<file path="src/rtl/bal_pkg.sv">
// ----------------------------------------------------------------------------
// bal_pkg: shared types and constants
// Slot table depth, status codes and controller/datapath command types.
// ----------------------------------------------------------------------------
package bal_pkg;

  localparam int unsigned SLOTS      = 256;
  localparam int unsigned MIN_ALIGN  = 8;
  localparam int unsigned IDX_W      = $clog2(SLOTS);
  localparam int unsigned CNT_W      = IDX_W + 1;

  localparam logic [1:0] ST_OK       = 2'd0;
  localparam logic [1:0] ST_NOSLOT   = 2'd1;
  localparam logic [1:0] ST_NOPOOL   = 2'd2;
  localparam logic [1:0] ST_NOTFOUND = 2'd3;

  localparam logic       KIND_ALLOC  = 1'b0;
  localparam logic       KIND_FREE   = 1'b1;

  localparam logic [1:0] CFG_PAGE_SHIFT = 2'd0;
  localparam logic [1:0] CFG_POOL_BASE  = 2'd1;
  localparam logic [1:0] CFG_POOL_BYTES = 2'd2;

  typedef struct packed {
    logic load;      // capture request, start
    logic rd_last;   // read entry slot_count-1
    logic calc;      // compute aligned offset
    logic append;    // write new entry
    logic srch_rd;   // read mid entry
    logic srch_step; // evaluate mid entry
    logic hi_rd;     // read hi entry
    logic retire;    // zero size of found entry
    logic trim_rd;   // read top entry
    logic trim_chk;  // evaluate top entry
  } bal_cmd_t;

  typedef struct packed {
    logic is_free;
    logic cnt_zero;
    logic cnt_full;
    logic no_pool;
    logic hit;       // mid entry matches
    logic go_hi;     // address above mid, lo == mid
    logic srch_done; // lo >= hi after step
    logic hi_hit;
    logic trim_more; // top entry freed and top > 0
    logic need_trim; // retired entry is newest
    logic idx_zero;  // retired entry is the first
  } bal_sts_t;

endpackage

</file>
<file path="src/rtl/bal_ctrl.sv">
// ----------------------------------------------------------------------------
// bal_ctrl: request sequencer
// Steps allocation, bisection search and trim walk through the datapath.
// ----------------------------------------------------------------------------
module bal_ctrl (
  input  logic                clk,
  input  logic                rst_n,
  input  logic                in_valid,
  output logic                in_ready,
  output logic                out_valid,
  input  logic                out_ready,
  output logic [1:0]          out_status,
  output logic                res_ok,
  output bal_pkg::bal_cmd_t   cmd,
  input  bal_pkg::bal_sts_t   sts
);

  typedef enum logic [10:0] {
    S_IDLE  = 11'b00000000001,
    S_DISP  = 11'b00000000010,
    S_LRD   = 11'b00000000100,
    S_CALC  = 11'b00000001000,
    S_CHK   = 11'b00000010000,
    S_SRD   = 11'b00000100000,
    S_SSTEP = 11'b00001000000,
    S_HCHK  = 11'b00010000000,
    S_RET   = 11'b00100000000,
    S_TCHK  = 11'b01000000000,
    S_DONE  = 11'b10000000000
  } state_t;

  state_t     state_r, state_nxt;
  logic [1:0] st_r, st_nxt;
  logic       ok_r, ok_nxt;
  logic       trim_r, trim_nxt;

  always_comb begin
    state_nxt = state_r;
    st_nxt    = st_r;
    ok_nxt    = ok_r;
    trim_nxt  = trim_r;
    cmd       = '0;
    unique case (state_r)
      S_IDLE: begin
        if (in_valid) begin
          cmd.load  = 1'b1;
          state_nxt = S_DISP;
        end
      end
      S_DISP: begin
        ok_nxt = 1'b0;
        if (!sts.is_free) begin
          if (sts.cnt_full) begin
            st_nxt = bal_pkg::ST_NOSLOT; state_nxt = S_DONE;
          end else if (sts.cnt_zero) begin
            state_nxt = S_CHK;
          end else begin
            cmd.rd_last = 1'b1; state_nxt = S_LRD;
          end
        end else if (sts.cnt_zero) begin
          st_nxt = bal_pkg::ST_NOTFOUND; state_nxt = S_DONE;
        end else begin
          cmd.srch_rd = 1'b1; state_nxt = S_SRD;
        end
      end
      S_LRD: state_nxt = S_CALC;
      S_CALC: begin
        cmd.calc = 1'b1; state_nxt = S_CHK;
      end
      S_CHK: begin
        if (sts.no_pool) begin
          st_nxt = bal_pkg::ST_NOPOOL;
        end else begin
          cmd.append = 1'b1; st_nxt = bal_pkg::ST_OK; ok_nxt = 1'b1;
        end
        state_nxt = S_DONE;
      end
      S_SRD: state_nxt = S_SSTEP;
      S_SSTEP: begin
        cmd.srch_step = 1'b1;
        if (sts.hit) begin
          state_nxt = S_RET;
        end else if (sts.go_hi) begin
          cmd.hi_rd = 1'b1; state_nxt = S_HCHK;
        end else if (sts.srch_done) begin
          st_nxt = bal_pkg::ST_NOTFOUND; state_nxt = S_DONE;
        end else begin
          state_nxt = S_DISP;
        end
      end
      S_HCHK: begin
        if (trim_r) begin
          if (sts.hi_hit) state_nxt = S_RET;
          else begin
            st_nxt = bal_pkg::ST_NOTFOUND; state_nxt = S_DONE;
          end
          trim_nxt = 1'b0;
        end else begin
          trim_nxt = 1'b1;
        end
      end
      S_RET: begin
        cmd.retire = 1'b1;
        st_nxt     = bal_pkg::ST_OK;
        if (sts.need_trim && !sts.idx_zero) begin
          cmd.trim_rd = 1'b1; state_nxt = S_TCHK; trim_nxt = 1'b0;
        end else begin
          state_nxt = S_DONE;
        end
      end
      S_TCHK: begin
        if (trim_r) begin
          cmd.trim_chk = 1'b1;
          trim_nxt     = 1'b0;
          if (sts.trim_more) state_nxt = S_TCHK;
          else state_nxt = S_DONE;
        end else begin
          trim_nxt = 1'b1;
        end
      end
      S_DONE: begin
        if (out_ready) state_nxt = S_IDLE;
      end
      default: state_nxt = S_IDLE;
    endcase
  end

  always_ff @(posedge clk) begin
    if (!rst_n) begin
      state_r <= S_IDLE;
      st_r    <= bal_pkg::ST_OK;
      ok_r    <= 1'b0;
      trim_r  <= 1'b0;
    end else begin
      state_r <= state_nxt;
      st_r    <= st_nxt;
      ok_r    <= ok_nxt;
      trim_r  <= trim_nxt;
    end
  end

  assign in_ready   = state_r == S_IDLE;
  assign out_valid  = state_r == S_DONE;
  assign out_status = st_r;
  assign res_ok     = ok_r;

  a_hs_excl: assert property (@(posedge clk) disable iff (!rst_n)
    !(in_ready && out_valid)) else $error("ready during result");
  a_ok_status: assert property (@(posedge clk) disable iff (!rst_n)
    out_valid && res_ok |-> out_status == bal_pkg::ST_OK) else $error("ok mismatch");
  a_hold: assert property (@(posedge clk) disable iff (!rst_n)
    out_valid && !out_ready |=> out_valid && $stable(out_status)) else $error("result dropped");

endmodule

</file>
<file path="config.mk">
export PLATFORM = sky130hd
export DESIGN_NAME = bal_ctrl
export DESIGN_NICKNAME = d
export VERILOG_FILES = /design/src/rtl/bal_pkg.sv /design/src/rtl/bal_ctrl.sv
export SDC_FILE = /design/constraint.sdc
export NUM_CORES = 1
export LEC_CHECK = 0
export ABC_AREA = 1
export BUFFER_PORTS_ARGS = -buffer_cell sky130_fd_sc_hd__buf_2
export CORE_MARGIN = 5
export CORE_UTILIZATION = 40
export CTS_CLUSTER_DIAMETER = 200
export CTS_CLUSTER_SIZE = 8
export DETAILED_ROUTE_END_ITERATION = 7
export PLACE_DENSITY_LB_ADDON = 0.3
export SYNTH_ARGS = -nofsm -noshare
export SYNTH_HDL_FRONTEND = slang
export SYNTH_SLANG_ARGS = --single-unit
</file>
<file path="constraint.sdc">
create_clock -name clk -period 1.2 [get_ports clk]
set_input_delay 0.06 -clock clk [delete_from_list [all_inputs] [get_ports clk]]
set_output_delay 0.06 -clock clk [all_outputs]
set_load 0.02 [all_outputs]
</file>
## Word level (Yosys, flattened, before mapping)

Index checks and enable logic that the tools add are counted.

| operators by class | value |
|---|---|
| eq/ne operators | 23 |
| muxes and demuxes | 48 |
| reduce and logical (&&, ||, !) cells | 10 |

Operators with widths:

| kind | number |
|---|---|
| 11-bit two-way mux | 13 |
| 11-bit one-hot mux with 11 select lines | 1 |
| 2-bit two-way mux | 11 |
| 1-bit two-way mux | 19 |
| 2-bit inequality test (second input constant) | 9 |
| 11-bit by 1-bit == test with 1-bit output (second input constant) | 1 |
| 11-bit by 10-bit == test with 1-bit output (second input constant) | 1 |
| 11-bit == test (second input constant) | 1 |
| 11-bit by 2-bit == test with 1-bit output (second input constant) | 1 |
| 11-bit by 3-bit == test with 1-bit output (second input constant) | 1 |
| 11-bit by 4-bit == test with 1-bit output (second input constant) | 1 |
| 11-bit by 5-bit == test with 1-bit output (second input constant) | 1 |
| 11-bit by 6-bit == test with 1-bit output (second input constant) | 1 |
| 11-bit by 7-bit == test with 1-bit output (second input constant) | 1 |
| 11-bit by 8-bit == test with 1-bit output (second input constant) | 1 |
| 11-bit by 9-bit == test with 1-bit output (second input constant) | 1 |
| 2-bit one-hot mux with 5 select lines | 1 |
| 8-bit AND reduction | 1 |
| 3-bit inequality test (second input constant) | 2 |
| 5-bit two-way mux | 1 |
| 5-bit nonzero test | 1 |
| 1-bit one-hot mux with 2 select lines | 2 |
| 2-bit AND reduction | 2 |
| 4-bit AND reduction | 1 |
| 5 further kinds | 6 |

| storage, ports and cells | value |
|---|---|
| register bits after elaboration | 15 |

## Longest topological paths before layout

| depth | value |
|---|---|
| depth in word-level cells | 4 |
| mapped depth | 11 |
| depth with buffers taken out | 11 |

## Worst setup path before layout

Ideal clock, no wire load.

| timing | value |
|---|---|
| kind | register -> register |
| start point | register state_r[8] |
| end point | register state_r[0] |
| setup time | 0.124 ns |
| data arrival time | 1.313 ns |
| data required time | 1.076 ns |
| slack | -0.237 ns |
| stages on the path, launching flop included | 11 |
| period minus slack after synthesis | 1.437 ns |
| cell sequence | dfxtp_1 > nor2_2 > nand2_4 > nor2_4 > nand2_4 > inv_2 > nand2_2 > nand2_2 > nor2_4 > o21ai_1 > nand2_1 |

| between the ends | value |
|---|---|
| word-level cells in the longest chain between the ends | 3 |

RTL lines:

| what | RTL line | text |
|---|---|---|
| from (decl) | bal_ctrl.sv:32 | `state_t state_r, state_nxt;` |
| from (signal assigned) | bal_ctrl.sv:135 | `state_r <= state_nxt;` |
| 11-bit by 1-bit == test with 1-bit output (*) | - |  |
| net in_ready | bal_ctrl.sv:9 | `output logic in_ready,` |
| 2-bit inequality test (no line) | - |  |
| 4-bit AND reduction (no line) | - |  |

The timed path passes the listed nets; every way through them passes the cells marked *.
A chain may end at the register's enable or synchronous reset.

==> impl_metrics.env <==
export IMPL_status="finished, violations left"
export IMPL_violations="negative setup slack"
export IMPL_p_per_area_nw_per_um2=1310
export IMPL_place_congestion=0.837
export IMPL_worst_slew_pin_slew_ps=319
export IMPL_wl_mm=4.19
export IMPL_grt_start_max_net_pins=10
export IMPL_critPathBufInv=3
export IMPL_startpoint_type="flop"
export IMPL_syn_area_um2=1120
export IMPL_pwr_share_seq_pct=20.9
export IMPL_post_route_period_util_pct=137
export IMPL_viasPerCell=5.02
export IMPL_grt_pass1_vias=1429
export IMPL_cts_root_buf="clkbuf_4"
export IMPL_ios=30
export IMPL_cts_clk_slew_worst_paths_ps=90
export IMPL_placedCellCount=259
export IMPL_p_sw_mw=1.22
export IMPL_skew_ps=2.78
export IMPL_syn_avg_cell_area_um2=6.24
export IMPL_min_period_ps=1640
export IMPL_ys_warn_count=0
export IMPL_grt_setup_unrepaired="yes"
export IMPL_crit_chain="nor2_4 > nand2_4 > nor2_8 > buf_12 > nand2_4 > buf_6 > nor2_4 > buf_6"
export IMPL_synth_edf_count=0
export IMPL_ys_ff_latch=15
export IMPL_drcViolationCount=0
export IMPL_comb_power_share_pct=68.4
export IMPL_ys_seq_area_share_pct=26.8
export IMPL_path_class="reg2out"
export IMPL_avgRoutedWirePerCell_um=14.4
export IMPL_cts_max_level=1
export IMPL_synth_main_ff_cell="dfxtp_1"
export IMPL_cts_buffers=3
export IMPL_p_sw_share_pct=43.2
export IMPL_slew_headroom_pct=78.7
export IMPL_syn_nets=195
export IMPL_core_um2=2730
export IMPL_die_width_um=63.0
export IMPL_row_count=19
export IMPL_dr_first_iter_drc_count=83
export IMPL_slew_viol_final=0
export IMPL_layout_nets=276
export IMPL_ant_nets=0
export IMPL_die_area_um2=3970
export IMPL_fin_cells=291
export IMPL_grt_usage_pct=19.2
export IMPL_crit_fanout=3
export IMPL_cts_sinks=15
export IMPL_end_kind="output pin"
export IMPL_critPathSlowestCell="dfxtp_2"
export IMPL_hpwl_mm=2.35
export IMPL_clk_latency_ps=290
export IMPL_leakage_nw=1.11
export IMPL_slowest_delay_ps=350
export IMPL_drive_gt1_share_pct=65.8
export IMPL_antenna_cells=0
export IMPL_hold_viol_final=0
export IMPL_postLayoutSetupSlackWorst_ps=-439
export IMPL_max_freq_ghz=0.610
export IMPL_worstPathRequired_ps=1140
export IMPL_dr_pass1_iters=4
export IMPL_grt_pass1_wl_mm=6.28
export IMPL_finalSetupViolCount=27
export IMPL_die_height_um=63.0
export IMPL_start_util_pct=41.1
export IMPL_critPathTopFamily="simple AND/OR/NAND/NOR gates"
export IMPL_cap_violations=0
export IMPL_min_path_type="in2reg"
export IMPL_grt_overflow_total=0
export IMPL_area_growth_pct=92.2
export IMPL_antenna_found_initial=0
export IMPL_ir_worst_vdd_v=0.00127
export IMPL_cts_tree="done"
export IMPL_p_int_mw=1.60
export IMPL_final_util_pct=78.9
export IMPL_async_flop_share_pct=0
export IMPL_vias=1462
export IMPL_io_buffers=29
export IMPL_whs_ps=55.1
export IMPL_yosysUniqueCellTypes=26
export IMPL_cts_buffer_depth=2
export IMPL_syn_inst=180
export IMPL_cp_arrival_ps=1580
export IMPL_pwr_share_clk_pct=10.7
==> metrics by stage <==
stage	cell area, um2	worst slack [ps]	setup TNS [ps]	total power, mW
4_1_cts	1900	-415	-8670	2.54
3_3_place_gp	1500	-285	-3570	1.72
5_1_grt	2160	-538	-11400	2.98
3_5_place_dp	1500	-265	-3830	1.73
2_1_floorplan	1170	-193	-1570	1.38
6_report	2160	-439	-9090	2.82
==> kinds of logic (layout without fill, tap and decap cells) <==
| kind of cell | Yosys count | after routing | share of synthesized area (%) |
|---|---|---|---|
| AND/OR/NAND/NOR | 116 | 116 | 53.7 |
| buffers and inverters | 35 | 115 | 12.0 |
| AO/OA/AOI/OAI | 14 | 14 | 7.47 |
| flip-flops | 15 | 15 | 26.8 |
==> cells in the mapped netlist, types with 3 or more instances <==
cell type	number	share of area, %
nor3_1	3	1.3
nand4_1	3	1.7
inv_1	29	9.7
nand2_4	3	3.0
inv_2	4	1.3
nand2_2	8	4.5
nor2_2	4	2.2
a21oi_1	6	2.7
nor2_1	28	9.4
nor2_4	3	3.0
nand3_2	3	2.7
dfxtp_1	15	27
o21ai_1	5	2.2
nand3_1	15	6.7
nand2_1	39	13
==> power groups by stage <==
stage                     registers [mW]  clock network, mW  logic, mW
after floorplan                    0.614                  0      0.769
after detailed placement           0.594                  0       1.14
after global placement             0.594                  0       1.13
after global routing               0.598              0.320       2.06
after CTS                          0.594              0.299       1.64
final                              0.591              0.301       1.93
==> layout by cell type, fill, tap and decap left out, types with 2 or more instances in the layout <==
master	synthesis	layout
clkbuf_4	0	3
nor2_4	3	16
inv_1	29	20
nand2_2	8	9
buf_6	0	27
a21oi_1	6	4
buf_2	0	18
dfxtp_2	0	6
nor2_2	4	6
a21oi_2	0	2
dfxtp_4	0	5
nand2_1	39	29
inv_2	4	10
o21ai_2	0	4
nand3_2	3	9
nor2_1	28	13
nor3_2	1	3
nand2_4	3	12
nand3_1	15	8
inv_4	0	3
nand3b_1	2	2
dfxtp_1	15	4
buf_4	1	28
nand4_1	3	3
buf_12	0	4
==> what timing repair did <==
item	in CTS	in global routing
pin swaps	16	28
resized for setup	75	41
setup buffers	14	15
setup endpoints to repair	26	27
hold buffers	0	0
==> registers in the layout, indices dropped and copies added, names as in the netlist <==
register and flops:
out_status 2, res_ok 1, state_r 11, trim_r 1
==> routing by layer <==
metal,GRT usage [%],wire [um],vias up
li1,-,-,717
met1,24.2,1720,679
met2,32.8,2140,49
met3,2.52,192,17
met4,6.90,138,0
met5,0,0,-
==> final cells by class <==
| type | instances | area (um2) |
|---|---|---|
| Inverter | 33 | 131 |
| Clock buffer | 4 | 26.3 |
| Fill cell | 174 | 577 |
| Sequential cell | 15 | 327 |
| Multi-Input combinational cell | 130 | 935 |
| Timing Repair Buffer | 78 | 699 |
| Tap cell | 31 | 38.8 |
==> path summary, 6_finish.rpt <==
path,startpoint,endpoint,slack [ps],cells past startpoint
hold / removal,rst_n,state_r[0]$_SDFFE_PN1P_,60,2
setup reg to reg,state_r[9]$_SDFFE_PN0P_,state_r[5]$_SDFFE_PN0P_,-430,13
setup / recovery,state_r[0]$_SDFFE_PN1P_,cmd[6],-440,8
hold reg to reg,out_status[0]$_SDFFE_PN0P_,out_status[0]$_SDFFE_PN0P_,470,2
(Power assumes the default switching activity.)
